File: src/hw/rtl/fmqd_pkg.sv
// Shared types and constants of the FM quadrature discriminator.
// Used by the front end, the divider, the arctangent unit and the top level.
// No dependencies.
package fmqd_pkg;

  localparam int unsigned SampleW = 8;   // raw I or Q byte
  localparam int unsigned MapW    = 9;   // odd integer 2*b-255
  localparam int unsigned ProdW   = 18;  // dot and cross products
  localparam int unsigned MagW    = 17;  // magnitudes of dot and cross
  localparam int unsigned QuotW   = 17;  // Q0.16 ratio, 0..65536
  localparam int unsigned GainW   = 16;  // Q4.12 gain
  localparam int unsigned MpxW    = 16;  // Q3.12 output

  localparam logic [GainW-1:0] GainReset = 16'd2225;

  // Octant information that travels alongside the ratio.
  typedef struct packed {
    logic zero;   // both products are zero
    logic swap;   // |cross| > |dot|, ratio is dot/cross
    logic x_neg;  // dot < 0
    logic y_neg;  // cross < 0
    logic y_pos;  // cross > 0
  } fmqd_side_t;

endpackage

File: src/hw/rtl/fmqd_skid.sv
// Output register with a skid slot. The pipeline advances only while the
// skid slot is empty, so the stall path back to the input is registered.
// Depends on fmqd_pkg.
module fmqd_skid (
  input  logic        clk_i,
  input  logic        rst_ni,
  input  logic        in_valid_i,
  input  logic [15:0] in_data_i,
  output logic        pipe_en_o,
  output logic        out_valid_o,
  output logic [15:0] out_data_o,
  input  logic        out_ready_i
);
  import fmqd_pkg::*;

  logic            out_valid_q, skid_valid_q;
  logic [MpxW-1:0] out_data_q, skid_data_q;

  assign pipe_en_o = !skid_valid_q;

  always_ff @(posedge clk_i or negedge rst_ni) begin
    if (!rst_ni) begin
      out_valid_q  <= 1'b0;
      skid_valid_q <= 1'b0;
    end else if (skid_valid_q) begin
      if (out_ready_i) begin
        skid_valid_q <= 1'b0;
      end
    end else if (out_valid_q && !out_ready_i) begin
      skid_valid_q <= in_valid_i;
    end else begin
      out_valid_q <= in_valid_i;
    end
  end

  always_ff @(posedge clk_i) begin
    if (skid_valid_q) begin
      if (out_ready_i) begin
        out_data_q <= skid_data_q;
      end
    end else if (out_valid_q && !out_ready_i) begin
      skid_data_q <= in_data_i;
    end else begin
      out_data_q <= in_data_i;
    end
  end

  assign out_valid_o = out_valid_q;
  assign out_data_o  = out_data_q;

  a_skid_behind_out: assert property (@(posedge clk_i) disable iff (!rst_ni)
    skid_valid_q |-> out_valid_q)
    else $error("skid slot holds a beat while the output register is empty");

  a_skid_fill_cause: assert property (@(posedge clk_i) disable iff (!rst_ni)
    $rose(skid_valid_q) |-> $past(out_valid_q && !out_ready_i))
    else $error("skid slot filled without a stalled output");

endmodule

File: config.mk
export PLATFORM = sky130hd
export DESIGN_NAME = fmqd_skid
export DESIGN_NICKNAME = d
export VERILOG_FILES = /design/src/hw/rtl/fmqd_pkg.sv /design/src/hw/rtl/fmqd_skid.sv
export SDC_FILE = /design/constraint.sdc
export NUM_CORES = 1
export LEC_CHECK = 0
export ABC_AREA = 1
export BUFFER_PORTS_ARGS = -buffer_cell sky130_fd_sc_hd__buf_2
export CAP_MARGIN = 10
export CORE_ASPECT_RATIO = 1.5
export CORE_MARGIN = 1
export CORE_UTILIZATION = 26
export DETAILED_ROUTE_END_ITERATION = 10
export HOLD_SLACK_MARGIN = 0.08
export PLACE_DENSITY = 0.42
export SYNTH_ARGS = -nofsm -noshare
export SYNTH_HDL_FRONTEND = slang
export SYNTH_SLANG_ARGS = --single-unit
File: constraint.sdc
create_clock -name clk_i -period 3.7 [get_ports clk_i]
set_input_delay 0.37 -clock clk_i [delete_from_list [all_inputs] [get_ports clk_i]]
set_output_delay 0.37 -clock clk_i [all_outputs]
set_load 0.05 [all_outputs]
==> results.json, run 1 <==
{
  "worst-r2r-cell-count": 1,
  "drt_drc_violations_left": 0,
  "power_switching_mw": 0.316,
  "worst_margin_pin_slew_ns": 0.834,
  "mappedNetlistArea_mm2": 0.00128,
  "detailedPlacementHpwl_um": 1610,
  "internal_power_mw": 0.654,
  "final_layout_worst_hold_slack_ns": 0.276,
  "yosys.area.top_type": "sky130_fd_sc_hd__edfxtp_1",
  "numPortBuffers": 37,
  "ff_latch_area_mm2": 0.00101,
  "placed_cells_incl_taps": 197,
  "power.share.combinational_pct": 21.6,
  "critical_path_class": "register to primary output",
  "synth.lib_cells_used.distinct": 11,
  "globalRoute.busiestLayer": "met2",
  "final_critical_path_setup_slack_ns": 1.62,
  "finalWeightedCongestion": 0.665,
  "synth_largest_type_area_fraction_pct": 74.9,
  "fp.dieArea_mm2": 0.00523,
  "grt_pass1_wl_um": 3750,
  "fin_skew_ns": 0.00763,
  "whs_endpoint": "skid_data_q[8]$_DFFE_PP_",
  "clkTransAtPathRegs_ns": 0.07,
  "layout_min_cycle_time_ns": 2.08,
  "fmax_ghz": 0.480,
  "cts_tree": "built",
  "numCtsBuffers": 5,
  "gr-usage-met3_pct": 3.55,
  "crit_required_ns": 3.33,
  "firstDrtPassIters": 3,
  "portion_of_the_post_synthesis_area_used_by_sequential_elements_pct": 78.8,
  "power.density_cell_area_mw_per_mm2": 604,
  "vdd_drop_max_mv": 0.261,
  "clock_latency_ns": 0.28,
  "ctsResizeCount": 0,
  "ys_ff_latch": 34,
  "fin_util_pct": 33.6,
  "dpl_worst_slack_ns": 1.83,
  "synthesis.area_per_instance_um2": 13.2,
  "yosys-top-cells-area": "sky130_fd_sc_hd__edfxtp_1, sky130_fd_sc_hd__nand2_1, sky130_fd_sc_hd__dfrtp_1",
  "slowest_stage": "sky130_fd_sc_hd__dfrtp_1",
  "synth_cells": 97,
  "area.growth.synth_to_final_pct": 25.0,
  "met1_demand_to_capacity_share_in_global_routing_pct": 10.5,
  "maximum_number_of_pins_on_one_net_before_global_route_repair": 21,
  "final-max-slew-violation-count": 0,
  "layout.cell_area.non_filler_mm2": 0.00161,
  "total_detailed_routing_wirelength_um": 2370,
  "finish.net_count": 159,
  "worstReg2RegStart": "skid_valid_q$_DFF_PN0_",
  "worst_setup_path_start_kind": "register",
  "finalCritPeriodShare_pct": 56.3,
  "seq_power_share_pct": 51.7,
  "max-cap-violations": 0,
  "highest_net_fanout_along_the_worst_path": 20,
  "leading_cell_type_in_the_layout_fill_and_taps_excluded": "sky130_fd_sc_hd__nand2_1",
  "total_congestion_overflow": 0,
  "chipHeight_um": 88.1,
  "path_buf_inv": 2,
  "cpLargestDelayFamily": "flip-flops",
  "layoutNonFillerInstCount": 206,
  "switching_share_pct": 32.6,
  "avgRoutedWirePerCell_um": 11.5,
  "min_path_cells": 1,
  "numClockSinks": 34,
  "grt_antenna_before_repair": 0,
  "final-hold-violation-count": 0,
  "placement.cell_area_mm2": 0.00152,
  "dr_total_vias": 810,
  "globalRouteTotalUtil_pct": 10.3,
  "crit_arrival_ns": 1.71,
  "initial_utilization_pct": 26.9,
  "die_w_um": 59.4,
  "antenna-diode-count": 0,
  "clock_tree.buffer_depth": 2,
  "holdCritStartpoint": "in_data_i[8]",
  "slew_headroom_pct": 44.4,
  "critical_path.max_stage_delay_ns": 0.79,
  "global_route_track_usage_on_met2_pct": 18.0,
  "combined_area_of_the_multi_input_logic_cells_um2": 229,
  "synth-xor-area-share_pct": 0,
  "drive_above_1_share_pct": 32.9,
  "layout.cells.most_common_list": "sky130_fd_sc_hd__nand2_1, sky130_fd_sc_hd__buf_2, sky130_fd_sc_hd__edfxtp_1",
  "setup_total_negative_slack_ns": 0,
  "synth_compound_area_share_pct": 0.390,
  "r2r_end": "out_data_o[10]$_DFFE_PP_",
  "worstSetupEndpointType": "primary output",
  "crit_cells": 2,
  "outcome": "complete, no violations",
  "worstPathCellList": "inv_2 -> buf_2",
  "setup-violations-final": 0,
  "rsz0062_at_grt": "no",
  "nFillCells": 488,
  "timing.reg2reg.setup_slack_ns": 1.89,
  "cts_htree_levels": 2,
  "min-delay-path-class": "primary input to register",
  "cts_setup_buffers": 0,
  "drt-initial-drc-count": 11,
  "yosys.area_share.simple_pct": 17.0,
  "p_leak_nw": 0.701,
  "cts-root-buf": "sky130_fd_sc_hd__clkbuf_8",
  "pwr-share-clk_pct": 26.6,
  "muxShareOfSynthArea_pct": 0,
  "antenna_left": 0,
  "synth_top_family_by_area": "simple AND/OR/NAND/NOR gates",
  "yosys.area_share.adder_pct": 0,
  "design.portCount": 38,
  "post-layout-total-power_mw": 0.970,
  "grt_pass1_vias": 823,
  "mappedNetlistNets": 117,
  "core-area_mm2": 0.00477,
  "ys.warnings.count": 0,
  "row_count": 31,
  "detail_route.vias_per_cell": 3.93
}
## power by group through the flow
stage | Combinational (mW) | Clock (mW) | Sequential (mW)
after floorplan | 0.0643 | 0 | 0.610
after global placement | 0.211 | 0 | 0.508
after detailed placement | 0.212 | 0 | 0.511
after CTS | 0.213 | 0.268 | 0.503
after global routing | 0.227 | 0.282 | 0.506
final | 0.210 | 0.258 | 0.502
## synthesized netlist by cell type
master	number
sky130_fd_sc_hd__buf_12	1
sky130_fd_sc_hd__nand2_1	54
sky130_fd_sc_hd__dfrtp_1	2
sky130_fd_sc_hd__inv_2	1
sky130_fd_sc_hd__nor2_1	1
sky130_fd_sc_hd__nand2_2	1
sky130_fd_sc_hd__o21ai_0	1
sky130_fd_sc_hd__edfxtp_1	32
sky130_fd_sc_hd__nand3_1	1
sky130_fd_sc_hd__inv_1	1
sky130_fd_sc_hd__buf_6	2
## area by class of cell
type / instances / area share [%]
inverter: 2 / 0.468
sequential: 34 / 63.0
tap: 66 / 5.14
clock buffer: 7 / 4.75
timing repair buffer: 38 / 12.2
multi-input combinational: 58 / 14.3
clock inverter: 1 / 0.234
## routing by layer
layer	vias up	part of all wire, %
met5	-	0
met4	0	2.3
met3	7	5.2
met2	26	50
met1	372	42
li1	405	-
## timing repair
| item | 4_1_cts | 5_1_grt |
|---|---|---|
| hold buffers | 1 | 0 |
| endpoints found under the setup margin | 0 | 0 |
| hold endpoints to repair | 2 | 0 |
## cell families (layout without fill, tap and decap cells)
group,count (synthesis),count (layout)
AOI/OAI and AO/OA,1,1
and+or+nand+nor,57,57
buffers and inverters,5,48
DFF,34,34
## sequential cells by signal (all words and copies together), names as in the netlist
register / cells
out_data_o: 16
out_valid_o: 1
skid_valid_q: 1
skid_data_q: 16
## worst max path at each step
| stage | from | end | slack [ns] |
|---|---|---|---|
| final | skid_valid_q$_DFF_PN0_ | pipe_en_o | 1.62 |
| after global placement | skid_valid_q$_DFF_PN0_ | out_data_o[13]$_DFFE_PP_ | 1.88 |
| after CTS | skid_valid_q$_DFF_PN0_ | pipe_en_o | 1.58 |
| after global routing | skid_valid_q$_DFF_PN0_ | pipe_en_o | 1.51 |
| after detailed placement | skid_valid_q$_DFF_PN0_ | out_data_o[9]$_DFFE_PP_ | 1.83 |
| after floorplan | out_valid_o$_DFFE_PN0P_ | out_data_o[0]$_DFFE_PP_ | 1.44 |
No activity file was read; power rests on OpenSTA's default activity.
==> inputs of run 2 (changes only) <==
--- a/config.mk
+++ b/config.mk
@@ -13,7 +13,7 @@
 export CORE_UTILIZATION = 26
 export DETAILED_ROUTE_END_ITERATION = 10
 export HOLD_SLACK_MARGIN = 0.08
-export PLACE_DENSITY = 0.42
+export PLACE_DENSITY = 0.44
 export SYNTH_ARGS = -nofsm -noshare
 export SYNTH_HDL_FRONTEND = slang
 export SYNTH_SLANG_ARGS = --single-unit
==> constraint.sdc (replaced) <==
create_clock -name clk_i -period 1.7 [get_ports clk_i]
set_input_delay 0.17 -clock clk_i [delete_from_list [all_inputs] [get_ports clk_i]]
set_output_delay 0.17 -clock clk_i [all_outputs]
set_load 0.05 [all_outputs]
==> results.json, run 2 (synthesized netlist as in run 1, its figures left out) <==
{
  "power.share.combinational_pct": 23.0,
  "path_buf_inv": 2,
  "nFillCells": 496,
  "numCtsBuffers": 5,
  "die_w_um": 59.4,
  "outcome": "complete, no violations",
  "cts_htree_levels": 2,
  "gr-usage-met3_pct": 3.25,
  "p_leak_nw": 0.769,
  "finalCritPeriodShare_pct": 91.2,
  "core-area_mm2": 0.00477,
  "finalWeightedCongestion": 0.693,
  "clkTransAtPathRegs_ns": 0.06,
  "min_path_cells": 1,
  "globalRoute.busiestLayer": "met2",
  "critical_path_class": "register to primary output",
  "slew_headroom_pct": 78.7,
  "worstSetupEndpointType": "primary output",
  "pwr-share-clk_pct": 27.3,
  "detail_route.vias_per_cell": 3.84,
  "timing.reg2reg.setup_slack_ns": 0.51,
  "critical_path.max_stage_delay_ns": 0.47,
  "design.portCount": 38,
  "drive_above_1_share_pct": 33.1,
  "area.growth.synth_to_final_pct": 36.0,
  "worst-r2r-cell-count": 2,
  "grt_pass1_vias": 784,
  "final_layout_worst_hold_slack_ns": 0.0856,
  "fmax_ghz": 0.645,
  "internal_power_mw": 1.50,
  "grt_pass1_wl_um": 3620,
  "drt_drc_violations_left": 0,
  "placed_cells_incl_taps": 201,
  "met1_demand_to_capacity_share_in_global_routing_pct": 9.57,
  "total_detailed_routing_wirelength_um": 2340,
  "numPortBuffers": 37,
  "layoutNonFillerInstCount": 220,
  "ctsResizeCount": 0,
  "detailedPlacementHpwl_um": 1600,
  "worst_margin_pin_slew_ns": 0.319,
  "drt-initial-drc-count": 4,
  "cts_setup_buffers": 0,
  "numClockSinks": 34,
  "crit_cells": 2,
  "highest_net_fanout_along_the_worst_path": 19,
  "max-cap-violations": 0,
  "antenna_left": 0,
  "crit_required_ns": 1.53,
  "fin_util_pct": 36.6,
  "cts_tree": "built",
  "slowest_stage": "sky130_fd_sc_hd__dfrtp_1",
  "worstPathCellList": "inv_2 -> buf_2",
  "clock_latency_ns": 0.28,
  "rsz0062_at_grt": "no",
  "seq_power_share_pct": 49.7,
  "fin_skew_ns": 0.00413,
  "globalRouteTotalUtil_pct": 9.87,
  "power.density_cell_area_mw_per_mm2": 1240,
  "chipHeight_um": 88.1,
  "initial_utilization_pct": 26.9,
  "antenna-diode-count": 0,
  "crit_arrival_ns": 1.38,
  "maximum_number_of_pins_on_one_net_before_global_route_repair": 20,
  "power_switching_mw": 0.676,
  "setup_total_negative_slack_ns": 0,
  "setup-violations-final": 0,
  "worst_setup_path_start_kind": "register",
  "firstDrtPassIters": 4,
  "cpLargestDelayFamily": "buffers and inverters",
  "grt_antenna_before_repair": 0,
  "fp.dieArea_mm2": 0.00523,
  "dr_total_vias": 845,
  "cts-root-buf": "sky130_fd_sc_hd__clkbuf_8",
  "leading_cell_type_in_the_layout_fill_and_taps_excluded": "sky130_fd_sc_hd__nand2_1",
  "clock_tree.buffer_depth": 2,
  "final-hold-violation-count": 0,
  "row_count": 31,
  "layout.cells.most_common_list": "sky130_fd_sc_hd__nand2_1, sky130_fd_sc_hd__buf_2, sky130_fd_sc_hd__edfxtp_1",
  "total_congestion_overflow": 0,
  "vdd_drop_max_mv": 0.379,
  "switching_share_pct": 31.1,
  "finish.net_count": 173,
  "final-max-slew-violation-count": 0,
  "avgRoutedWirePerCell_um": 10.6,
  "global_route_track_usage_on_met2_pct": 17.7,
  "min-delay-path-class": "primary input to register",
  "layout_min_cycle_time_ns": 1.55
}
[run 2: cell count changes in the layout (fill, tap and decap cells not counted), sizes merged]
cell / before / now
dlygate4sd3: 1 / 11
buf: 37 / 41
clkinv: 1 / 0
clkbuf: 7 / 8
[run 2: what timing repair did]
item,CTS,global route
hold buffers,7,4
endpoints found under the hold margin,8,4
endpoints found under the setup margin,0,0
[run 2: metal layers]
| layer | vias up | wire, µm |
|---|---|---|
| met4 | 0 | 86 |
| met1 | 385 | 914 |
| met3 | 8 | 79 |
| met5 | - | 0 |
| li1 | 431 | - |
| met2 | 21 | 1250 |
[run 2: path summary, 6_finish.rpt]
| check | start | endpoint |
|---|---|---|
| max in group asynchronous | rst_ni | skid_valid_q$_DFF_PN0_ |
| hold / removal | in_data_i[4] | skid_data_q[4]$_DFFE_PP_ |
| setup reg to reg | skid_valid_q$_DFF_PN0_ | out_data_o[0]$_DFFE_PP_ |
| setup / recovery | skid_valid_q$_DFF_PN0_ | pipe_en_o |
| min in group asynchronous | rst_ni | out_valid_o$_DFFE_PN0P_ |
| hold reg to reg | skid_data_q[3]$_DFFE_PP_ | out_data_o[3]$_DFFE_PP_ |
[run 2: area by class of cell]
class / instances / area, µm² / area share, %
clock buffers: 8 / 90.1 / 5.16
inverters: 2 / 7.51 / 0.430
multi-input cells: 58 / 229 / 13.1
flip-flops and latches: 34 / 1010 / 57.9
well taps: 66 / 82.6 / 4.73
repair buffers: 52 / 325 / 18.6
[run 2: stage by stage]
stage	power [mW]	worst slack, ns	area, µm²
2_1_floorplan	1.47	0.0641	1290
3_3_place_gp	1.58	0.466	1550
3_5_place_dp	1.59	0.418	1550
4_1_cts	2.20	0.116	1710
5_1_grt	2.27	0.0613	1750
6_report	2.17	0.150	1750
[run 2: worst reg2reg max path, cell delays in order, from the launching register on]
cell	delay [ns]
sky130_fd_sc_hd__dfrtp_1	0.47
sky130_fd_sc_hd__o21ai_2	0.16
sky130_fd_sc_hd__buf_4	0.25
[run 2: power by group through the flow]
| stage | Clock, mW | Sequential, mW | Combinational [mW] |
|---|---|---|---|
| detailed placement | 0 | 1.10 | 0.488 |
| floorplan | 0 | 1.33 | 0.144 |
| CTS | 0.618 | 1.08 | 0.502 |
| global route | 0.645 | 1.09 | 0.542 |
| finish | 0.594 | 1.08 | 0.500 |
| global placement | 0 | 1.09 | 0.485 |
