[src/hw/rtl/fmqd_pkg.sv]
// Shared types and constants of the FM quadrature discriminator.
// Used by the front end, the divider, the arctangent unit and the top level.
// No dependencies.
package fmqd_pkg;

  localparam int unsigned SampleW = 8;   // raw I or Q byte
  localparam int unsigned MapW    = 9;   // odd integer 2*b-255
  localparam int unsigned ProdW   = 18;  // dot and cross products
  localparam int unsigned MagW    = 17;  // magnitudes of dot and cross
  localparam int unsigned QuotW   = 17;  // Q0.16 ratio, 0..65536
  localparam int unsigned GainW   = 16;  // Q4.12 gain
  localparam int unsigned MpxW    = 16;  // Q3.12 output

  localparam logic [GainW-1:0] GainReset = 16'd2225;

  // Octant information that travels alongside the ratio.
  typedef struct packed {
    logic zero;   // both products are zero
    logic swap;   // |cross| > |dot|, ratio is dot/cross
    logic x_neg;  // dot < 0
    logic y_neg;  // cross < 0
    logic y_pos;  // cross > 0
  } fmqd_side_t;

endpackage

[src/hw/rtl/fmqd_front.sv]
// Front end: byte mapping, previous-sample register, dot and cross products,
// and octant reduction into numerator, denominator and sign flags.
// Depends on fmqd_pkg.
module fmqd_front (
  input  logic                     clk_i,
  input  logic                     rst_ni,
  input  logic                     en_i,
  input  logic                     in_valid_i,
  input  logic [7:0]               i_sample_i,
  input  logic [7:0]               q_sample_i,
  output logic                     out_valid_o,
  output logic [16:0]              num_o,
  output logic [16:0]              den_o,
  output fmqd_pkg::fmqd_side_t     side_o
);
  import fmqd_pkg::*;

  logic signed [MapW-1:0]  map_i, map_q;
  logic signed [MapW-1:0]  prev_i_q, prev_q_q;
  logic signed [MapW-1:0]  cur_i_q, cur_q_q, old_i_q, old_q_q;
  logic signed [ProdW-1:0] p_ii, p_qq, p_qi, p_iq;
  logic signed [ProdW:0]   dot_w, cross_w;
  logic signed [ProdW-1:0] dot_q, cross_q;
  logic [ProdW-1:0]        dot_neg, cross_neg;
  logic [MagW-1:0]         ax, ay;
  logic [MagW-1:0]         num_q, den_q;
  fmqd_side_t              side_q;
  logic [2:0]              vld_q;

  // 2*b - 255 is odd, so its low bit is one and the upper bits are b offset by 128.
  assign map_i = {~i_sample_i[7], i_sample_i[6:0], 1'b1};
  assign map_q = {~q_sample_i[7], q_sample_i[6:0], 1'b1};

  always_ff @(posedge clk_i or negedge rst_ni) begin
    if (!rst_ni) begin
      prev_i_q <= '0;
      prev_q_q <= '0;
      vld_q    <= '0;
    end else if (en_i) begin
      vld_q <= {vld_q[1:0], in_valid_i};
      if (in_valid_i) begin
        prev_i_q <= map_i;
        prev_q_q <= map_q;
      end
    end
  end

  assign p_ii    = cur_i_q * old_i_q;
  assign p_qq    = cur_q_q * old_q_q;
  assign p_qi    = cur_q_q * old_i_q;
  assign p_iq    = cur_i_q * old_q_q;
  assign dot_w   = (ProdW+1)'(p_ii) + (ProdW+1)'(p_qq);
  assign cross_w = (ProdW+1)'(p_qi) - (ProdW+1)'(p_iq);

  assign dot_neg   = -dot_q;
  assign cross_neg = -cross_q;
  assign ax = dot_q[ProdW-1]   ? dot_neg[MagW-1:0]   : dot_q[MagW-1:0];
  assign ay = cross_q[ProdW-1] ? cross_neg[MagW-1:0] : cross_q[MagW-1:0];

  always_ff @(posedge clk_i) begin
    if (en_i) begin
      cur_i_q      <= map_i;
      cur_q_q      <= map_q;
      old_i_q      <= prev_i_q;
      old_q_q      <= prev_q_q;
      dot_q        <= dot_w[ProdW-1:0];
      cross_q      <= cross_w[ProdW-1:0];
      num_q        <= (ax < ay) ? ax : ay;
      den_q        <= (ax < ay) ? ay : ax;
      side_q.zero  <= (ax == '0) && (ay == '0);
      side_q.swap  <= ax < ay;
      side_q.x_neg <= dot_q[ProdW-1];
      side_q.y_neg <= cross_q[ProdW-1];
      side_q.y_pos <= !cross_q[ProdW-1] && (cross_q != '0);
    end
  end

  assign out_valid_o = vld_q[2];
  assign num_o       = num_q;
  assign den_o       = den_q;
  assign side_o      = side_q;

  a_num_le_den: assert property (@(posedge clk_i) disable iff (!rst_ni)
    vld_q[2] && !side_q.zero |-> (num_q <= den_q) && (den_q != '0))
    else $error("octant reduction produced a ratio above one");

endmodule

[config.mk]
export PLATFORM = sky130hd
export DESIGN_NAME = fmqd_front
export DESIGN_NICKNAME = d
export VERILOG_FILES = /design/src/hw/rtl/fmqd_pkg.sv /design/src/hw/rtl/fmqd_front.sv
export SDC_FILE = /design/constraint.sdc
export NUM_CORES = 1
export LEC_CHECK = 0
export ABC_AREA = 1
export BUFFER_PORTS_ARGS = -buffer_cell sky130_fd_sc_hd__buf_2
export CORE_MARGIN = 2
export CORE_UTILIZATION = 50
export CTS_CLUSTER_DIAMETER = 30
export DETAILED_ROUTE_END_ITERATION = 7
export HOLD_SLACK_MARGIN = 0.02
export PLACE_DENSITY = 0.66
export SYNTH_ARGS = -nofsm -noshare
export SYNTH_HDL_FRONTEND = slang
export SYNTH_SLANG_ARGS = --single-unit
[constraint.sdc]
create_clock -name clk_i -period 5.5 [get_ports clk_i]
set_input_delay 0.55 -clock clk_i [delete_from_list [all_inputs] [get_ports clk_i]]
set_output_delay 0.55 -clock clk_i [all_outputs]
set_load 0.05 [all_outputs]
==> impl_metrics.json, run 1 <==
{
  "violations": "negative setup slack",
  "cp.arrival_ns": 5.92,
  "die_x_um": 198,
  "place_congestion": 0.904,
  "final_cell_mix": "inv_1, nand2_1, fa_1",
  "root_buffer": "clkbuf_16",
  "setup_ws_ns": -0.234,
  "async_flop_share_pct": 16.0,
  "syn2layout_area_growth_pct": 21.2,
  "hold_class": "input pin to async pin",
  "crit_path_start_kind": "flip-flop",
  "grt_overflow": 0,
  "drt_wl_total_um": 46700,
  "dr.pass1.iters": 6,
  "synth_top_family_by_area": "adder cells",
  "synth-warning-count": 0,
  "grt_pass1_wl_um": 75300,
  "ys_seq_elements": 125,
  "critical-path-max-stage-delay_ns": 0.56,
  "yosysUniqueCellTypes": 44,
  "min_period_ns": 5.73,
  "required_ns": 5.68,
  "critical_path_class": "flip-flop to flip-flop",
  "vias": 14100,
  "synth_edf_count": 105,
  "synthXorXnorAreaFrac_pct": 2.60,
  "status": "finished, violations left",
  "cts_made_buffers": 17,
  "place_ws_ns": -0.258,
  "cts_tree": "done",
  "drv_slew": 0,
  "placed_area_sq_um": 21000,
  "dpl.cell_count": 2776,
  "critPathMaxFanout": 3,
  "ant_nets": 0,
  "cp_common_cell": "fa_1",
  "num_rows": 71,
  "track_usage_pct": 25.0,
  "routedWlPerCell_um": 16.4,
  "skew_ns": 0.00965,
  "synth_seq_area_share_pct": 19.4,
  "antenna_found_initial": 1,
  "layout_commonest_cell": "inv_1",
  "final_cells": 2845,
  "crit_chain": "buf_6 > nand2_4 > inv_4 > fa_1 > inv_2 > fa_1 > inv_1 > fa_1 > fa_1 > fa_1 > fa_1 > fa_2 > ha_4 > nand2_2 > nand2_2 > a21oi_4 > o21ai_4 > a21oi_4 > o21ai_2 > xor2_2",
  "drt_iter0_drc": 825,
  "synth_cells": 2117,
  "design_area_sq_um": 22900,
  "hold_violations": 0,
  "rsz0062_at_grt": "yes",
  "worstMarginPinSlew_ns": 0.886,
  "synth_simple_gate_area_share_pct": 13.3,
  "end_kind": "flip-flop",
  "initial_core_util_pct": 50.5,
  "io_buffers": 59,
  "die_y_um": 198,
  "clk_path_buf_depth": 2,
  "clk_latency_ns": 0.45,
  "drive_gt1_share_pct": 22.2,
  "synth.avg_cell_area_sq_um": 8.92,
  "synth_compound_area_share_pct": 3.39,
  "clock_sinks": 125,
  "cts_max_level": 4,
  "clkSlewWorstSetupHoldPaths_ns": 0.06,
  "synth.net_count": 2640,
  "viasPerCell": 4.95,
  "netlist_area_sq_um": 18900,
  "max_cap_viol_count": 0,
  "slew_headroom_pct": 40.9,
  "cts_hold_buf": 0,
  "fin_crit_sh_pct": 104,
  "layout.nets": 2843,
  "synth-main-ff-cell": "edfxtp_1",
  "ios": 60,
  "hpwl_um": 36700,
  "grt_pass1_vias": 15100,
  "core_sq_um": 37400,
  "dieArea_sq_um": 39300,
  "fmax_ghz": 0.174,
  "synth_fa_ha_area_share_pct": 46.5,
  "drc_errors": 0,
  "setup_viol": 17,
  "grt_start_max_net_pins": 57,
  "slowest_stage": "fa_2",
  "synthMuxAreaShare_pct": 0.895
}
final cells by class:
cell class	count	area, sq um
Tap cell	511	639
Inverter	608	2290
Clock inverter	14	134
Fill cell	3106	14500
Clock buffer	18	429
Multi-Input combinational cell	1306	13600
Antenna cell	1	2.50
Timing Repair Buffer	262	2100
Sequential cell	125	3650
synthesized netlist by cell type (8+ instances only):
cell | number | area, sq um
o21ai_2 | 12 | 105
xor2_1 | 37 | 324
clkbuf_1 | 62 | 233
or2_2 | 8 | 50.1
nand2_1 | 465 | 1750
mux2_2 | 15 | 169
edfxtp_1 | 105 | 3150
a21oi_1 | 36 | 180
o21ai_1 | 15 | 75.1
o21ai_0 | 34 | 170
dfrtp_1 | 20 | 500
ha_1 | 171 | 2140
inv_1 | 603 | 2260
nor2_1 | 72 | 270
nand3_1 | 46 | 230
fa_1 | 332 | 6650
xnor2_1 | 19 | 166
path summary, 6_finish.rpt:
check	from	end	slack [ns]	depth (start not counted)
min reg2reg	prev_i_q[2]	old_i_q[2]	0.45	0
max reg2reg	old_q_q[3]	dot_q[15]	-0.23	20
max in group asynchronous	rst_ni	prev_q_q[3]	4.87	1
max	old_q_q[3]	dot_q[15]	-0.23	20
min	rst_ni	vld_q[2]	0.16	1
min in group clk_i	i_sample_i[6]	cur_i_q[7]	0.30	1
critical path: cells and delay by family, from the launching register on:
kind | cells | cell delay (ns)
and+or+nand+nor | 3 | 0.20
adders and majority gates | 8 | 3.74
buffers and inverters | 4 | 0.32
DFF | 1 | 0.52
xor gates and xnor gates | 1 | 0.16
AOI/OAI and AO/OA | 4 | 0.53
layer usage:
| metal | up-vias | track usage (%) | part of all wire [%] |
|---|---|---|---|
| met5 | - | 0 | 0 |
| met4 | 0 | 9.66 | 3.6 |
| met3 | 78 | 3.25 | 4.5 |
| met2 | 386 | 45.0 | 53 |
| met1 | 7007 | 30.5 | 39 |
| li1 | 6601 | - | - |
what timing repair did:
| action | CTS | global route |
|---|---|---|
| buffers inserted | 18 | 23 |
| endpoints found under the setup margin | 18 | 21 |
| pin swaps | 31 | 88 |
| resized for setup | 105 | 130 |
through the flow:
step,TNS (ns),hold slack (ns),utilization (%)
finish,-1.50,0.158,61.2
global route,-4.21,0.165,61.2
CTS,-1.02,0.144,59.3
detailed placement,-2.25,0.428,56.1
global placement,-2.08,0.423,56.1
floorplan,-0.0403,0.254,-
kinds of logic (layout without fill, tap and decap cells):
kind of cell / after synthesis / count (layout)
flip-flops: 125 / 125
AO/OA/AOI/OAI: 111 / 111
XOR/XNOR: 56 / 56
adder cells (fa/ha/maj): 503 / 503
buffers and inverters: 686 / 902
AND/OR/NAND/NOR: 620 / 620
multiplexers: 15 / 15
other: 1 / 2
registers in the layout, indices dropped and copies added (netlist names):
| signal | cells |
|---|---|
| dot_q | 17 |
| side_o | 5 |
| old_q_q | 8 |
| cur_i_q | 8 |
| prev_q_q | 8 |
| cur_q_q | 8 |
| vld_q | 3 |
| num_o | 17 |
| den_o | 16 |
| cross_q | 17 |
| old_i_q | 9 |
| prev_i_q | 9 |
Power of run 1 is not shown: default switching activity piles up to over one toggle a cycle in this logic, so the estimate is an artifact.
==> run 2, diff against run 1 <==
- PLACE_DENSITY: 0.66 -> 0.68
==> run 2 against run 1 <==
Compared with the run above: the flow still finishes with violations (negative setup slack); clock-buffer cell count shrank 1; critical path type unchanged; die area unchanged; sequential share of layout area up 0.13 points; worst setup slack better by 0.070 ns; via count shrank 0.12%; fmax is 1.2% higher; utilization decreased by 0.49 points; non-clock buffer count increased by 19; flip-flop and latch count did not move; final area fell by 0.79%; routed wire length fell by 1.7%.
==> impl_metrics.json, run 2 (same netlist as run 1, synthesis figures left out) <==
{
  "ios": 60,
  "final_util_pct": 60.7,
  "setup_viol": 15,
  "drive_gt1_share_pct": 20.4,
  "hold_violations": 0,
  "cts_hold_buf": 0,
  "cp-startpoint": "old_i_q[0]",
  "r2r_start": "old_i_q[0]",
  "dieArea_sq_um": 39300,
  "clock_sinks": 125,
  "clk_path_buf_depth": 2,
  "placed_area_sq_um": 21100,
  "fin_crit_sh_pct": 103,
  "viasPerCell": 4.91,
  "grt_pass1_wl_um": 73800,
  "layout_commonest_cell": "inv_1",
  "dr.pass1.iters": 5,
  "required_ns": 5.69,
  "syn2layout_area_growth_pct": 20.3,
  "hold_slack_ns": 0.136,
  "design_area_sq_um": 22700,
  "grt_use_met2_pct": 43.3,
  "initial_core_util_pct": 50.5,
  "die_y_um": 198,
  "cts_max_level": 4,
  "root_buffer": "clkbuf_16",
  "slew_headroom_pct": 35.7,
  "end_kind": "flip-flop",
  "final_cell_mix": "inv_1, nand2_1, fa_1",
  "critPathMaxFanout": 5,
  "use_met1_pct": 30.8,
  "cts_tree": "done",
  "max_cap_viol_count": 0,
  "skew_ns": 0.0114,
  "hold_class": "input pin to async pin",
  "violations": "negative setup slack",
  "status": "finished, violations left",
  "routedWlPerCell_um": 16.0,
  "cp_top_family": "adder cells",
  "setup_ws_ns": -0.164,
  "cp.arrival_ns": 5.86,
  "clkSlewWorstSetupHoldPaths_ns": 0.07,
  "drv_slew": 0,
  "ant_nets": 0,
  "tns_ns": -1.32,
  "core_sq_um": 37400,
  "drt_iter0_drc": 903,
  "grt_start_max_net_pins": 75,
  "antenna_found_initial": 0,
  "track_usage_pct": 24.4,
  "diodes": 0,
  "worstMarginPinSlew_ns": 0.964,
  "crit_path_start_kind": "flip-flop",
  "vias": 14100,
  "grt_busiest_layer": "met2",
  "rsz0062_at_grt": "yes",
  "drc_errors": 0,
  "critical-path-max-stage-delay_ns": 0.60,
  "slowest_stage": "fa_1",
  "die_x_um": 198,
  "cp_common_cell": "fa_1",
  "seq_area_sq_um": 3650,
  "drt_wl_total_um": 45900,
  "layout.nets": 2862,
  "min_period_ns": 5.66,
  "n_fill_cell": 3105,
  "fmax_ghz": 0.177,
  "critical_path_class": "flip-flop to flip-flop",
  "io_buffers": 59,
  "place_congestion": 0.928,
  "multi_input_area_sq_um": 13300,
  "clk_latency_ns": 0.44,
  "crit_chain": "buf_4 > nand2_2 > buf_6 > fa_1 > inv_1 > fa_1 > fa_1 > fa_1 > fa_1 > fa_1 > fa_2 > ha_4 > nand2_2 > nand2_2 > o21bai_4 > and3_4 > nor2_4 > inv_1 > nand2_1 > nand2_1",
  "num_rows": 71,
  "cts_made_buffers": 17,
  "grt_overflow": 0,
  "hpwl_um": 37100,
  "path_buf_inv": 4,
  "grt_pass1_vias": 14700,
  "grt.met3_usage_pct": 2.78
}
## run 2: cell types whose count changed in the layout (fill, tap and decap cells not counted), moves of 6 or more
cell,delta
buf_4,+28
buf_6,-14
ha_1,+7
ha_4,-9
inv_1,+17
inv_2,-16
nand2_1,+10
nand3_1,+7
nand3_2,-6
nor2_1,+9
## run 2: routing by layer
layer / up-vias / part of all wire [%]
li1: 6648 / -
met2: 378 / 51
met5: - / 0
met4: 0 / 3.5
met1: 6947 / 41
met3: 82 / 4.6
## run 2: final cells by class
type / count / area share (%)
clock buffers: 17 / 1.87
clock inverters: 15 / 0.705
inverters: 608 / 10.1
multi-input cells: 1306 / 58.5
flip-flops and latches: 125 / 16.1
well taps: 511 / 2.82
repair buffers: 281 / 9.94
## run 2: worst register-to-register path, cell delays in order, from the launching register on
cell and delay (ns):
edfxtp_1 0.33, buf_4 0.17, nand2_2 0.11, buf_6 0.13
fa_1 0.48, inv_1 0.07, fa_1 0.50, fa_1 0.60
fa_1 0.45, fa_1 0.51, fa_1 0.58, fa_2 0.47
ha_4 0.27, nand2_2 0.06, nand2_2 0.07, o21bai_4 0.18
and3_4 0.20, nor2_4 0.08, inv_1 0.05, nand2_1 0.06
nand2_1 0.05
## run 2: final timing paths
| path | end | slack (ns) | depth (start not counted) |
|---|---|---|---|
| worst min-delay path | prev_i_q[5] | 0.14 | 1 |
| worst max register to register | dot_q[17] | -0.16 | 20 |
| worst min register to register | old_q_q[5] | 0.44 | 0 |
| worst max-delay path | dot_q[17] | -0.16 | 20 |
| min in group clk_i | cur_i_q[4] | 0.29 | 1 |
| max in group asynchronous | prev_q_q[1] | 4.92 | 1 |
## run 2: timing repair
item / CTS / global route
endpoints found under the setup margin: 14 / 20
gates cloned: 0 / 1
buffers inserted: 5 / 28
gates resized for setup: 47 / 90
pin swaps: 18 / 38
## run 2: per-stage QoR
step	std cells	worst slack, ns
2_1_floorplan	2117	-0.0354
3_3_place_gp	2797	-0.168
3_5_place_dp	2797	-0.179
4_1_cts	2834	-0.135
5_1_grt	2863	-0.383
6_report	2863	-0.164
Power of run 2 is left out for the same reason.
==> run 3, diff against run 2 <==
- PLACE_DENSITY: 0.68 -> 0.71
==> run 3 against run 2 <==
Compared with the run above: the run still ends with negative setup slack left; routed wire length up 7.2%; utilization up 1.8 points; first-iteration DRC count up 3.8%; worst hold slack worse by 0.015 ns; largest cell class unchanged; clock-buffer cell count unchanged; final cell count up 0.91%; die area unchanged.
==> impl_metrics.json, run 3 (same netlist as run 1, synthesis figures left out) <==
{
  "status": "finished, violations left",
  "violations": "negative setup slack",
  "drt_wl_total_um": 49200,
  "setup_viol": 16,
  "required_ns": 5.69,
  "viasPerCell": 5.03,
  "design_area_sq_um": 23400,
  "dr.pass1.iters": 5,
  "hold_slack_ns": 0.121,
  "dr.max_layer_used": "met4",
  "place_congestion": 0.940,
  "routedWlPerCell_um": 17.0,
  "critical-path-max-stage-delay_ns": 0.56,
  "syn2layout_area_growth_pct": 23.9,
  "crit_path_start_kind": "flip-flop",
  "critPathMaxFanout": 6,
  "rsz0062_at_grt": "yes",
  "slew_headroom_pct": 23.8,
  "slowest_stage": "fa_1",
  "layout_commonest_cell": "inv_1",
  "clk_path_buf_depth": 2,
  "worstMarginPinSlew_ns": 1.14,
  "cts_tree": "done",
  "placed_area_sq_um": 21000,
  "vias": 14500,
  "hpwl_um": 37200,
  "clock_sinks": 125,
  "fmax_ghz": 0.176,
  "drc_errors": 0,
  "dieArea_sq_um": 39300,
  "grt_pass1_vias": 15400,
  "ios": 60,
  "num_rows": 71,
  "skew_ns": 0.0183,
  "clkSlewWorstSetupHoldPaths_ns": 0.07,
  "cp_common_cell": "fa_1",
  "cts_made_buffers": 17,
  "cts_hold_buf": 0,
  "ant_nets": 0,
  "hold_class": "input pin to async pin",
  "drive_gt1_share_pct": 25.1,
  "io_buffers": 59,
  "fin_crit_sh_pct": 103,
  "critical_path_class": "flip-flop to flip-flop",
  "core_sq_um": 37400,
  "grt_pass1_wl_um": 77800,
  "initial_core_util_pct": 50.5,
  "crit_chain": "buf_6 > buf_12 > nand2_2 > fa_1 > fa_1 > fa_1 > inv_1 > fa_1 > fa_1 > fa_1 > fa_1 > ha_4 > nand2_4 > o21ai_2 > nand2_1 > nand3_2 > a31oi_1 > xnor2_1",
  "place_ws_ns": -0.252,
  "grt_overflow": 0,
  "track_usage_pct": 25.7,
  "grt_start_max_net_pins": 68,
  "antenna_found_initial": 1,
  "hold_violations": 0,
  "setup_ws_ns": -0.168,
  "drv_slew": 0,
  "wl_met1_um": 18800,
  "drt_iter0_drc": 937,
  "n_fill_cell": 2855,
  "end_kind": "flip-flop",
  "met3WireLength_um": 2760,
  "root_buffer": "clkbuf_16",
  "wl_met2_um": 25200,
  "die_x_um": 198,
  "die_y_um": 198,
  "max_cap_viol_count": 0,
  "cp.arrival_ns": 5.85,
  "clk_latency_ns": 0.44,
  "layout.nets": 2885,
  "final_cell_mix": "inv_1, nand2_1, fa_1",
  "cts_max_level": 4,
  "min_period_ns": 5.67
}
==> run 3: final cells by class <==
cell class	instances	area, sq um	area share (%)
Clock buffer	17	425	1.82
Inverter	608	2290	9.80
Tap cell	511	639	2.73
Sequential cell	125	3650	15.6
Timing Repair Buffer	304	2430	10.4
Multi-Input combinational cell	1306	13800	58.9
Clock inverter	15	173	0.738
Antenna cell	3	7.51	0.0321
==> run 3: worst paths after layout <==
path / cells past startpoint / to / slack, ns / start
setup / recovery: 18 / cross_q[15] / -0.17 / old_i_q[4]
hold / removal: 1 / vld_q[2] / 0.12 / rst_ni
setup reg to reg: 18 / cross_q[15] / -0.17 / old_i_q[4]
hold reg to reg: 0 / old_q_q[1] / 0.45 / prev_q_q[1]
max in group asynchronous: 1 / prev_i_q[1] / 4.96 / rst_ni
min in group clk_i: 1 / cur_q_q[1] / 0.31 / q_sample_i[0]
==> run 3: worst max-delay path, delay by kind of cell (launching register included) <==
kind / cells / cell delay (ns)
flip-flops: 1 / 0.41
AND/OR/NAND/NOR: 4 / 0.41
AO/OA/AOI/OAI: 2 / 0.26
adder cells (fa/ha/maj): 8 / 3.86
buffers and inverters: 3 / 0.34
XOR/XNOR: 1 / 0.13
==> run 3: layer usage <==
| metal | vias up | track usage [%] |
|---|---|---|
| met3 | 147 | 3.17 |
| met1 | 7228 | 31.6 |
| met5 | - | 0 |
| li1 | 6691 | - |
| met2 | 454 | 45.3 |
| met4 | 0 | 11.6 |
==> run 3: what timing repair did <==
item / CTS / global route
endpoints found under the setup margin: 17 / 21
pin swaps: 37 / 134
buffers inserted: 23 / 41
gates cloned: 1 / 1
gates resized for setup: 119 / 157
==> run 3: metrics by stage <==
stage / std cells / utilization (%) / TNS [ns]
6_report: 2889 / 62.5 / -1.55
5_1_grt: 2886 / 62.5 / -4.44
4_1_cts: 2847 / 59.9 / -0.664
3_5_place_dp: 2791 / 56.2 / -2.40
3_3_place_gp: 2791 / 56.2 / -1.26
2_1_floorplan: 2117 / - / -0.0403
Power of run 3 is left out for the same reason.
