**config.mk**
```make
export PLATFORM = sky130hd
export DESIGN_NAME = fmqd_div
export DESIGN_NICKNAME = d
export VERILOG_FILES = /design/src/hw/rtl/fmqd_pkg.sv /design/src/hw/rtl/fmqd_div.sv
export SDC_FILE = /design/constraint.sdc
export NUM_CORES = 1
export LEC_CHECK = 0
export BUFFER_PORTS_ARGS = -buffer_cell sky130_fd_sc_hd__buf_2
export CORE_MARGIN = 4
export CORE_UTILIZATION = 30
export CTS_BUF_LIST = sky130_fd_sc_hd__clkbuf_4
export DETAILED_ROUTE_END_ITERATION = 8
export SLEW_MARGIN = 20
export SYNTH_ARGS = -nofsm -noshare
export SYNTH_HDL_FRONTEND = slang
export SYNTH_SLANG_ARGS = --single-unit
```
**constraint.sdc**
```tcl
create_clock -name clk_i -period 5.8 [get_ports clk_i]
set_input_delay 0.58 -clock clk_i [delete_from_list [all_inputs] [get_ports clk_i]]
set_output_delay 0.58 -clock clk_i [all_outputs]
set_load 0.005 [all_outputs]
```
**src/hw/rtl/fmqd_pkg.sv**
```systemverilog
// Shared types and constants of the FM quadrature discriminator.
// Used by the front end, the divider, the arctangent unit and the top level.
// No dependencies.
package fmqd_pkg;

  localparam int unsigned SampleW = 8;   // raw I or Q byte
  localparam int unsigned MapW    = 9;   // odd integer 2*b-255
  localparam int unsigned ProdW   = 18;  // dot and cross products
  localparam int unsigned MagW    = 17;  // magnitudes of dot and cross
  localparam int unsigned QuotW   = 17;  // Q0.16 ratio, 0..65536
  localparam int unsigned GainW   = 16;  // Q4.12 gain
  localparam int unsigned MpxW    = 16;  // Q3.12 output

  localparam logic [GainW-1:0] GainReset = 16'd2225;

  // Octant information that travels alongside the ratio.
  typedef struct packed {
    logic zero;   // both products are zero
    logic swap;   // |cross| > |dot|, ratio is dot/cross
    logic x_neg;  // dot < 0
    logic y_neg;  // cross < 0
    logic y_pos;  // cross > 0
  } fmqd_side_t;

endpackage

```
**src/hw/rtl/fmqd_div.sv**
```systemverilog
// Pipelined restoring divider: one quotient bit per stage, giving the
// Q0.16 ratio floor(num * 65536 / den) for num <= den. Depends on fmqd_pkg.
module fmqd_div (
  input  logic                     clk_i,
  input  logic                     rst_ni,
  input  logic                     en_i,
  input  logic                     in_valid_i,
  input  logic [16:0]              num_i,
  input  logic [16:0]              den_i,
  input  fmqd_pkg::fmqd_side_t     side_i,
  output logic                     out_valid_o,
  output logic [16:0]              quot_o,
  output fmqd_pkg::fmqd_side_t     side_o
);
  import fmqd_pkg::*;

  localparam int unsigned Stages = QuotW;

  logic [Stages-1:0] vld_q;
  logic [MagW-1:0]   rem_q  [Stages];
  logic [MagW-1:0]   den_q  [Stages];
  logic [QuotW-1:0]  quot_q [Stages];
  fmqd_side_t        side_q [Stages];

  always_ff @(posedge clk_i or negedge rst_ni) begin
    if (!rst_ni) begin
      vld_q <= '0;
    end else if (en_i) begin
      vld_q <= {vld_q[Stages-2:0], in_valid_i};
    end
  end

  for (genvar k = 0; k < Stages; k++) begin : g_stage
    logic [MagW:0]    trial;
    logic [MagW:0]    diff;
    logic             ge;
    logic [MagW-1:0]  den_in;
    logic [QuotW-1:0] quot_in;
    fmqd_side_t       side_in;

    // The first stage yields the integer bit, which is set only when num equals den.
    if (k == 0) begin : g_head
      assign trial   = {1'b0, num_i};
      assign den_in  = den_i;
      assign quot_in = '0;
      assign side_in = side_i;
    end else begin : g_body
      assign trial   = {rem_q[k-1], 1'b0};
      assign den_in  = den_q[k-1];
      assign quot_in = quot_q[k-1];
      assign side_in = side_q[k-1];
    end

    assign diff = trial - {1'b0, den_in};
    assign ge   = trial >= {1'b0, den_in};

    always_ff @(posedge clk_i) begin
      if (en_i) begin
        rem_q[k]  <= ge ? diff[MagW-1:0] : trial[MagW-1:0];
        den_q[k]  <= den_in;
        quot_q[k] <= {quot_in[QuotW-2:0], ge};
        side_q[k] <= side_in;
      end
    end
  end

  assign out_valid_o = vld_q[Stages-1];
  assign quot_o      = quot_q[Stages-1];
  assign side_o      = side_q[Stages-1];

  a_quot_range: assert property (@(posedge clk_i) disable iff (!rst_ni)
    vld_q[Stages-1] && !side_q[Stages-1].zero |->
      !quot_q[Stages-1][QuotW-1] || (quot_q[Stages-1][QuotW-2:0] == '0))
    else $error("ratio exceeds one");

  a_rem_range: assert property (@(posedge clk_i) disable iff (!rst_ni)
    vld_q[Stages-1] && !side_q[Stages-1].zero |->
      rem_q[Stages-1] < den_q[Stages-1])
    else $error("divider remainder not below divisor");

endmodule

```
==> results of run 1 <==
## power breakdown
part	switching (mW)	internal (mW)
clock	2.34	2.49
sequential	0.671	8.26
combinational	4.80	4.47
## cell type report
class	instances	area [sq um]	area share (%)
tap	1781	2230	4.77
sequential	799	23900	51.1
clock buffer	300	2250	4.82
inverter	363	1360	2.91
antenna	6	15.0	0.0321
timing repair buffer	125	953	2.04
clock inverter	84	437	0.934
multi-input combinational	2023	15600	33.4
## cells in the final DEF, fill, tap and decap left out, types with 11 or more instances in the layout
cell           count
a211oi_1          36
a21boi_0          11
a21o_1            78
a21oi_1          202
a31oi_1           24
and2_1            15
and3_1            22
buf_2             64
clkbuf_4         300
clkinv_1          59
clkinv_2          11
dfrtp_1           17
dlygate4sd3_1     47
edfxtp_1         782
fa_1              16
ha_1             288
inv_1            363
mux2_2           185
mux2i_1           15
nand2_1          125
nand2b_1          41
nand3_1           32
nand4_1           34
nor2_1           172
nor2b_1           48
nor3_1            53
o211ai_1          14
o21a_1            50
o21ai_0          153
o21bai_1          21
o31a_1            14
o31ai_1           17
or2_2             18
or3_1             18
xnor2_1          134
xor2_1            63
## synth_stat cells, types with 11 or more instances
library cell  instances  area (sq um)
nor2_1              172           646
buf_2                12          60.1
a21oi_1             204          1020
nand3_1              32           160
nor3_1               53           265
or2_2                18           113
nand2b_1             41           257
o31a_1               14           123
a31oi_1              25           156
or3_1                18           113
inv_1               363          1360
a211oi_1             36           270
o21a_1               51           383
nand4_1              34           213
dfrtp_1              17           425
a21o_1               78           586
nand2_1             125           469
and3_1               22           138
fa_1                 16           320
o211ai_1             14           105
a21boi_0             11          82.6
xnor2_1             134          1170
mux2i_1              15           150
o21ai_0             153           766
ha_1                288          3600
o31ai_1              17           128
edfxtp_1            782         23500
nor2b_1              48           300
xor2_1               63           552
o21bai_1             21           158
mux2_2              185          2080
and2_1               15          93.8
clkbuf_1             27           101
## registers in the layout (all words and copies together), names as in the netlist
| name | cells |
|---|---|
| den_q | 272 |
| quot_q | 153 |
| rem_q | 272 |
| side_q | 85 |
| vld_q | 17 |
## cells by family (layout without fill, tap and decap cells)
family	count (synthesis)	in the layout	share of synthesized area [%]
and+or+nand+nor	617	617	7.59
muxes	207	207	5.70
DFF	799	799	58.3
adders and majority gates	304	304	9.57
xor gates and xnor gates	197	197	4.21
AOI/OAI and AO/OA	698	698	10.9
other	0	6	0
buffers and inverters	404	872	3.75
## how the worst max path moves through the flow
| stage | start | endpoint | cells past startpoint |
|---|---|---|---|
| 2_1_floorplan | den_i[1] | rem_q[0][10] | 11 |
| 3_3_place_gp | den_i[1] | rem_q[0][9] | 11 |
| 3_5_place_dp | den_i[5] | rem_q[0][16] | 11 |
| 4_1_cts | rem_q[0][242] | rem_q[0][257] | 9 |
| 5_1_grt | rem_q[0][207] | rem_q[0][233] | 9 |
| 6_report | rem_q[0][204] | rem_q[0][234] | 10 |
## metal layers
metal | vias up | GRT usage [%] | wire (um)
met5 | - | 0 | 0
met4 | 0 | 6.24 | 3530
met3 | 220 | 2.74 | 3070
met2 | 462 | 18.5 | 37600
met1 | 11706 | 11.2 | 30000
li1 | 12694 | - | -
## worst reg2reg max path, stage by stage, from the launching register on
cell and delay (ns):
edfxtp_1 0.37, inv_1 0.08, fa_1 0.47, nor2b_1 0.18
o21bai_1 0.10, a31oi_1 0.42, nor4_1 0.11, o31a_1 0.33
nor2_1 0.67, buf_4 0.33, mux2_2 0.35
## stage by stage
step	total power, mW	worst slack (ns)	hold WS [ns]	cell area [sq um]
after CTS	23.4	2.11	0.00642	46700
final	23.0	2.19	0.210	46800
after detailed placement	18.3	2.10	0.405	43600
after floorplan	16.2	2.63	0.284	41000
after global placement	18.1	2.13	0.401	43600
after global routing	24.9	2.04	0.0433	46800
==> flow_metrics.env, run 1 <==
export IMPL_hp_class="in -> reg"
export IMPL_grt_max_degree=161
export IMPL_hold_depth=2
export IMPL_synth_edff_count=782
export IMPL_stdcell_count=5481
export IMPL_ys_async_sr_fraction_pct=2.13
export IMPL_yosysSeqAreaShare_pct=58.3
export IMPL_syn_area_sq_um=41000
export IMPL_skew_ns=0.0957
export IMPL_floorplan_rows=135
export IMPL_post_route_min_period_ns=3.61
export IMPL_rsz0062_at_grt="no"
export IMPL_hold_buffers=47
export IMPL_die_h_um=378
export IMPL_setup_tns_ns=0
export IMPL_drc=0
export IMPL_vias_per_cell=4.58
export IMPL_max_clock_path_buffers=3
export IMPL_antenna_found_initial=2
export IMPL_post_route_util_pct=34.5
export IMPL_wl_per_cell_um=13.6
export IMPL_pin_count=66
export IMPL_ys_flop_type="edfxtp_1"
export IMPL_period_share_pct=62.2
export IMPL_cts_max_level=4
export IMPL_chipWidth_um=378
export IMPL_r2r_worst_path_cells=10
export IMPL_cp_arrival_ns=4.45
export IMPL_routed_wl_um=74300
export IMPL_cts_sinks=799
export IMPL_portBuffers=65
export IMPL_first_pass_iters=5
export IMPL_cts_tree="built"
export IMPL_cp_top_family="simple AND/OR/NAND/NOR gates"
export IMPL_status="finished clean"
export IMPL_worst_setup_path_type="reg -> reg"
export IMPL_worstHoldStart="den_i[9]"
export IMPL_fill_cells=13328
export IMPL_vias=25082
export IMPL_tightest_slew_ns=1.08
export IMPL_worstPathCellList="inv_1, fa_1, nor2b_1, o21bai_1, a31oi_1, nor4_1, o31a_1, nor2_1, buf_4, mux2_2"
export IMPL_dp_cells=5044
export IMPL_ys_types=80
export IMPL_maxSlewViolCount=0
export IMPL_worstReg2RegStart="rem_q[0][204]"
export IMPL_slew_headroom_pct=28.0
export IMPL_syn_inst=3226
export IMPL_ys_warn_count=0
export IMPL_r2r_setup_slack_ns=2.19
export IMPL_area_growth_synth_to_final_pct=14.0
export IMPL_post_cts_setup_buffers=0
export IMPL_crit_buf_inv=2
export IMPL_leakagePower_nw=18.6
export IMPL_ir_worst_vdd_v=0.000212
export IMPL_clk_pin_slew_ns=0.06
export IMPL_place_congestion=0.842
export IMPL_ant_nets=0
export IMPL_cp_end_kind="flop"
export IMPL_nNetsFinal=3875
export IMPL_layout_drive_gt1_share_pct=17.1
export IMPL_worstSkewPairLatency_ns=1.12
export IMPL_initial_core_util_pct=30.2
export IMPL_root_buffer="clkbuf_4"
export IMPL_cap_viol_max_count=0
export IMPL_cpMaxStageDelayCell="nor2_1"
export IMPL_r2r_end="rem_q[0][234]"
export IMPL_synth_fp_nets=3573
export IMPL_grt_usage_pct=10.4
export IMPL_hold_end="den_q[0][9]"
export IMPL_critPathRequiredTime_ns=6.64
export IMPL_avgSynthCellArea_sq_um=12.7
export IMPL_grt_pass1_vias=25744
export IMPL_start_kind="flop"
export IMPL_ys_ff_latch=799
export IMPL_die_area_sq_um=143000
export IMPL_crit_fanout=13
export IMPL_drt_iter0_markers=1047
export IMPL_gr_total_overflow=0
export IMPL_timing_fmax_mhz=277
export IMPL_dp_hpwl_um=52300
export IMPL_setup_violations_final=0
export IMPL_coreArea_sq_um=136000
export IMPL_grt_pass1_wl_um=122000
export IMPL_power_density_nw_per_um2=493
export IMPL_cts_buffers=216
export IMPL_hold_violations=0
export IMPL_cts_resized=0
export IMPL_max_stage_delay_ns=0.67
(Power assumes the default switching activity.)
==> inputs of run 2 (changes only) <==
- clock period: 5.8 -> 3.5 ns (I/O delays scaled with it)
==> flow_metrics.env, run 2 (same netlist as run 1, synthesis figures left out) <==
export IMPL_status="finished clean"
export IMPL_floorplan_rows=135
export IMPL_final_cell_mix="edfxtp_1, inv_1, clkbuf_4"
export IMPL_chipWidth_um=378
export IMPL_post_route_min_period_ns=3.17
export IMPL_wl_per_cell_um=13.6
export IMPL_rsz0062_at_grt="no"
export IMPL_max_clock_path_buffers=3
export IMPL_startpoint="den_i[1]"
export IMPL_vias_per_cell=4.60
export IMPL_ir_worst_vdd_v=0.000375
export IMPL_slew_headroom_pct=35.7
export IMPL_r2r_worst_path_cells=10
export IMPL_cts_sinks=799
export IMPL_cts_buffers=216
export IMPL_worst_setup_path_type="in -> reg"
export IMPL_max_stage_delay_ns=0.54
export IMPL_cap_viol_max_count=0
export IMPL_place_congestion=0.838
export IMPL_coreArea_sq_um=136000
export IMPL_antenna_found_initial=2
export IMPL_gr_total_overflow=0
export IMPL_dp_hpwl_um=53300
export IMPL_grt_pass1_vias=26054
export IMPL_hp_class="in -> reg"
export IMPL_routed_wl_um=75500
export IMPL_tightest_slew_ns=0.965
export IMPL_worstReg2RegStart="den_q[0][238]"
export IMPL_period_share_pct=90.6
export IMPL_grt_pass1_wl_um=123000
export IMPL_reg_largest_list="den_q (272), rem_q (272), quot_q (153)"
export IMPL_start_kind="primary input"
export IMPL_worstHoldStart="num_i[0]"
export IMPL_cts_max_level=4
export IMPL_cpMaxStageDelayCell="dlygate4sd3_1"
export IMPL_nNetsFinal=3950
export IMPL_layout_drive_gt1_share_pct=17.4
export IMPL_stdcell_count=5547
export IMPL_hold_ws_ns=0.185
export IMPL_crit_buf_inv=5
export IMPL_pin_count=66
export IMPL_cp_depth=14
export IMPL_post_route_util_pct=35.0
export IMPL_die_h_um=378
export IMPL_hold_violations=0
export IMPL_cts_tree="built"
export IMPL_clk_pin_slew_ns=0.06
export IMPL_drc=0
export IMPL_initial_core_util_pct=30.2
export IMPL_root_buffer="clkbuf_4"
export IMPL_r2r_end="rem_q[0][257]"
export IMPL_portBuffers=65
export IMPL_grt_usage_pct=10.6
export IMPL_r2r_setup_slack_ns=0.33
export IMPL_critPathRequiredTime_ns=4.33
export IMPL_drt_iter0_markers=1044
export IMPL_timing_fmax_mhz=315
export IMPL_crit_end="rem_q[0][2]"
export IMPL_worst_slack_ns=0.328
export IMPL_worstSkewPairLatency_ns=1.18
export IMPL_maxSlewViolCount=0
export IMPL_first_pass_iters=8
export IMPL_die_area_sq_um=143000
export IMPL_post_cts_setup_buffers=0
export IMPL_grt_max_degree=95
export IMPL_ant_nets=0
export IMPL_worstPathCellList="dlygate4sd3_1, buf_2, inv_1, ha_1, nor2b_1, o31a_1, o31a_1, o41ai_4, o41ai_1, a221oi_2, o21ai_2, buf_4, mux2_2, dlygate4sd3_1"
export IMPL_crit_fanout=18
export IMPL_setup_tns_ns=0
export IMPL_cp_top_family="buffers and inverters"
export IMPL_cp_end_kind="flop"
export IMPL_cp_arrival_ns=4.01
export IMPL_power_density_nw_per_um2=808
export IMPL_leakagePower_nw=18.9
export IMPL_vias=25517
export IMPL_area_growth_synth_to_final_pct=15.8
export IMPL_skew_ns=0.105
export IMPL_setup_violations_final=0
export IMPL_dp_cells=5071
export IMPL_dp_slack_ns=0.166
export IMPL_final_common_cell="edfxtp_1"
## run 2: changes by cell type in the layout (fill, tap and decap cells not counted), sizes merged
cell         delta
clkinvlp        +3
bufinv          -2
clkinv          -3
dlygate4sd3    +48
buf            +27
clkbuf          -1
inv             -6
## run 2: worst register-to-register path: stages, from the launching register on
cell and delay, ns:
edfxtp_1 0.44, fa_1 0.45, nand2b_1 0.18, a211oi_1 0.34, nor3_2 0.15, o311ai_1 0.47, o21ai_0 0.16, nand2b_1 0.11
a41oi_2 0.11, buf_4 0.23, mux2_2 0.29
## run 2: how the worst min path moves through the flow
stage          depth (start not counted)           to
3_5_place_dp                           1    vld_q[14]
3_3_place_gp                           1    vld_q[15]
6_report                               4  rem_q[0][0]
5_1_grt                                4  rem_q[0][1]
4_1_cts                                4  rem_q[0][0]
2_1_floorplan                          0     vld_q[0]
## run 2: layer usage
| metal | up-vias | routed length [um] | share of wire [%] | GRT usage, % |
|---|---|---|---|---|
| li1 | 12790 | - | - | - |
| met1 | 12011 | 30100 | 40 | 11.0 |
| met2 | 487 | 38200 | 51 | 18.9 |
| met3 | 229 | 3370 | 4.5 | 2.55 |
| met4 | 0 | 3850 | 5.1 | 6.89 |
| met5 | - | 0 | 0 | 0 |
## run 2: power by group
part	internal [mW]	switching [mW]
clock	3.98	3.91
combinational	7.66	8.01
sequential	13.7	1.13
## run 2: area by class of cell
type | count | area [sq um]
diodes | 6 | 15.0
multi-input cells | 2023 | 15600
fillers | 13338 | 88200
repair buffers | 200 | 1710
flip-flops and latches | 799 | 23900
clock inverters | 76 | 412
inverters | 363 | 1360
clock buffers | 299 | 2240
well taps | 1781 | 2230
## run 2: repair_timing
action,4_1_cts,5_1_grt
endpoints found under the setup margin,0,2
hold buffers,95,0
gates resized for setup,0,1
endpoints found under the hold margin,740,0
## run 2: per-stage QoR
| step | area (sq um) | power, mW |
|---|---|---|
| 2_1_floorplan | 41000 | 26.9 |
| 3_3_place_gp | 43800 | 30.3 |
| 3_5_place_dp | 43800 | 30.5 |
| 4_1_cts | 47500 | 38.9 |
| 5_1_grt | 47500 | 41.4 |
| 6_report | 47500 | 38.4 |
==> inputs of run 3 (changes only) <==
- CORE_UTILIZATION: 30 -> 55
- PLACE_DENSITY: default -> 0.71
==> flow_metrics.env, run 3 (same netlist as run 1, synthesis figures left out) <==
export IMPL_reg_largest_list="den_q (272), rem_q (272), quot_q (153)"
export IMPL_gr_total_overflow=0
export IMPL_vias_per_cell=5.59
export IMPL_portBuffers=65
export IMPL_worstHoldStart="num_i[5]"
export IMPL_root_buffer="clkbuf_4"
export IMPL_ant_nets=0
export IMPL_area_growth_synth_to_final_pct=13.4
export IMPL_drt_iter0_markers=1745
export IMPL_drc=0
export IMPL_antenna_found_initial=2
export IMPL_status="finished clean"
export IMPL_internal_power_mw=25.6
export IMPL_slew_headroom_pct=48.3
export IMPL_floorplan_rows=99
export IMPL_grt_pass1_wl_um=138000
export IMPL_r2r_end="rem_q[0][44]"
export IMPL_ir_worst_vdd_v=0.000390
export IMPL_first_pass_iters=5
export IMPL_cpMaxStageDelayCell="dlygate4sd3_1"
export IMPL_crit_fanout=12
export IMPL_start_kind="primary input"
export IMPL_cts_max_level=4
export IMPL_period_share_pct=95.8
export IMPL_r2r_worst_path_cells=10
export IMPL_r2r_setup_slack_ns=0.20
export IMPL_cp_end_kind="flop"
export IMPL_post_route_min_period_ns=3.35
export IMPL_cp_top_family="compound AO/OA/AOI/OAI gates"
export IMPL_cts_buffers=202
export IMPL_hp_class="in -> reg"
export IMPL_crit_buf_inv=5
export IMPL_layout_drive_gt1_share_pct=18.4
export IMPL_maxSlewViolCount=0
export IMPL_switching_share_pct=34.9
export IMPL_die_h_um=281
export IMPL_worstPathCellList="dlygate4sd3_1, buf_2, inv_1, ha_1, nor2b_1, o31a_1, o31a_1, o41ai_4, o41ai_1, a221oi_2, o21ai_2, buf_4, mux2_2, dlygate4sd3_1"
export IMPL_setup_violations_final=0
export IMPL_power_density_nw_per_um2=847
export IMPL_cp_arrival_ns=4.15
export IMPL_place_congestion=0.921
export IMPL_clk_pin_slew_ns=0.06
export IMPL_max_clock_path_buffers=3
export IMPL_seqPwrFrac_pct=37.8
export IMPL_leakagePower_nw=19.0
export IMPL_timing_fmax_mhz=298
export IMPL_grt_usage_pct=21.7
export IMPL_post_route_util_pct=63.3
export IMPL_die_area_sq_um=79000
export IMPL_vias=26460
export IMPL_hold_end="rem_q[0][5]"
export IMPL_coreArea_sq_um=73500
export IMPL_final_cell_mix="edfxtp_1, inv_1, clkbuf_4"
export IMPL_rsz0062_at_grt="no"
export IMPL_tightest_slew_ns=0.771
export IMPL_worstSkewPairLatency_ns=1.05
export IMPL_grt_max_degree=97
export IMPL_pin_count=66
export IMPL_initial_core_util_pct=55.8
export IMPL_skew_ns=0.0651
export IMPL_dp_hpwl_um=61800
export IMPL_hold_violations=0
export IMPL_max_stage_delay_ns=0.55
export IMPL_clock_power_share_pct=19.9
export IMPL_cap_viol_max_count=0
export IMPL_nNetsFinal=3957
export IMPL_wl_per_cell_um=17.9
export IMPL_p_total_mw=39.4
export IMPL_final_common_cell="edfxtp_1"
export IMPL_cts_tree="built"
export IMPL_worstReg2RegStart="rem_q[0][18]"
export IMPL_chipWidth_um=281
export IMPL_power_switching_mw=13.7
export IMPL_critPathRequiredTime_ns=4.30
export IMPL_routed_wl_um=84500
export IMPL_worst_setup_path_type="in -> reg"
export IMPL_pwr_share_comb_pct=42.3
export IMPL_grt_pass1_vias=26959
export IMPL_cts_sinks=799
export IMPL_hold_depth=3
-- run 3: changes by cell type in the layout (fill, tap and decap cells not counted), moves of 2 or more --
cell	delta
inv_6	+2
buf_12	+3
clkinvlp_4	-3
buf_4	+42
diode_2	-4
clkbuf_4	-4
clkinv_1	-7
dlygate4sd3_1	-24
-- run 3: metrics by stage --
| stage | area, sq um | setup slack (ns) | TNS [ns] | std cells | hold slack (ns) |
|---|---|---|---|---|---|
| after floorplan | 41000 | 0.528 | 0 | 3226 | 0.0544 |
| after global placement | 43200 | 0.0412 | 0 | 4291 | 0.278 |
| after detailed placement | 43200 | -0.0948 | -0.282 | 4291 | 0.293 |
| after CTS | 46500 | 0.146 | 0 | 4728 | 0.0602 |
| after global routing | 46500 | 0.00337 | 0 | 4729 | 0.0976 |
| final | 46500 | 0.145 | 0 | 4730 | 0.175 |
-- run 3: final cells by class --
| type | instances | area (sq um) |
|---|---|---|
| clock inverter | 68 | 403 |
| clock buffer | 295 | 2210 |
| sequential | 799 | 23900 |
| timing repair buffer | 221 | 1850 |
| multi-input combinational | 2023 | 15600 |
| antenna | 2 | 5.00 |
| fill | 5593 | 26900 |
| tap | 959 | 1200 |
| inverter | 363 | 1360 |
-- run 3: how the worst max path moves through the flow --
| stage | cells past startpoint | end | from | slack (ns) |
|---|---|---|---|---|
| after global routing | 10 | rem_q[0][258] | den_q[0][238] | 0.003 |
| after detailed placement | 10 | rem_q[0][87] | rem_q[0][69] | -0.09 |
| final | 14 | rem_q[0][3] | den_i[1] | 0.15 |
| after floorplan | 10 | rem_q[0][265] | den_q[0][238] | 0.53 |
| after CTS | 11 | rem_q[0][126] | rem_q[0][102] | 0.15 |
| after global placement | 10 | rem_q[0][89] | rem_q[0][69] | 0.04 |
-- run 3: what timing repair did --
| item | CTS | global route |
|---|---|---|
| hold buffers | 71 | 0 |
| setup endpoints to repair | 3 | 7 |
| gates resized for setup | 0 | 1 |
| buffers inserted | 3 | 0 |
| pin swaps | 1 | 0 |
| hold endpoints to repair | 146 | 0 |
-- run 3: worst reg2reg max path: cells and delay by family (launching register included) --
kind            cells  cell delay, ns
buf+inv             1            0.24
compound gates      4            1.24
fa+ha+maj           1            0.37
simple gates        3            0.46
mux                 1            0.30
flops               1            0.40
-- run 3: routing by layer --
metal  share of wire [%]  wire [um]  GRT usage (%)
met3                 4.8       4080           4.20
met1                  45      38100           29.3
met4                 2.5       2110           7.30
met5                   0          0              0
met2                  48      40300           35.7
-- run 3: power groups by stage --
stage                     logic, mW  clock network, mW  registers (mW)
after floorplan                12.4                  0            14.5
after global placement         15.9                  0            15.0
after detailed placement       16.3                  0            15.1
after CTS                      16.6               8.12            14.9
after global routing           18.4               8.69            15.1
final                          16.7               7.83            14.9
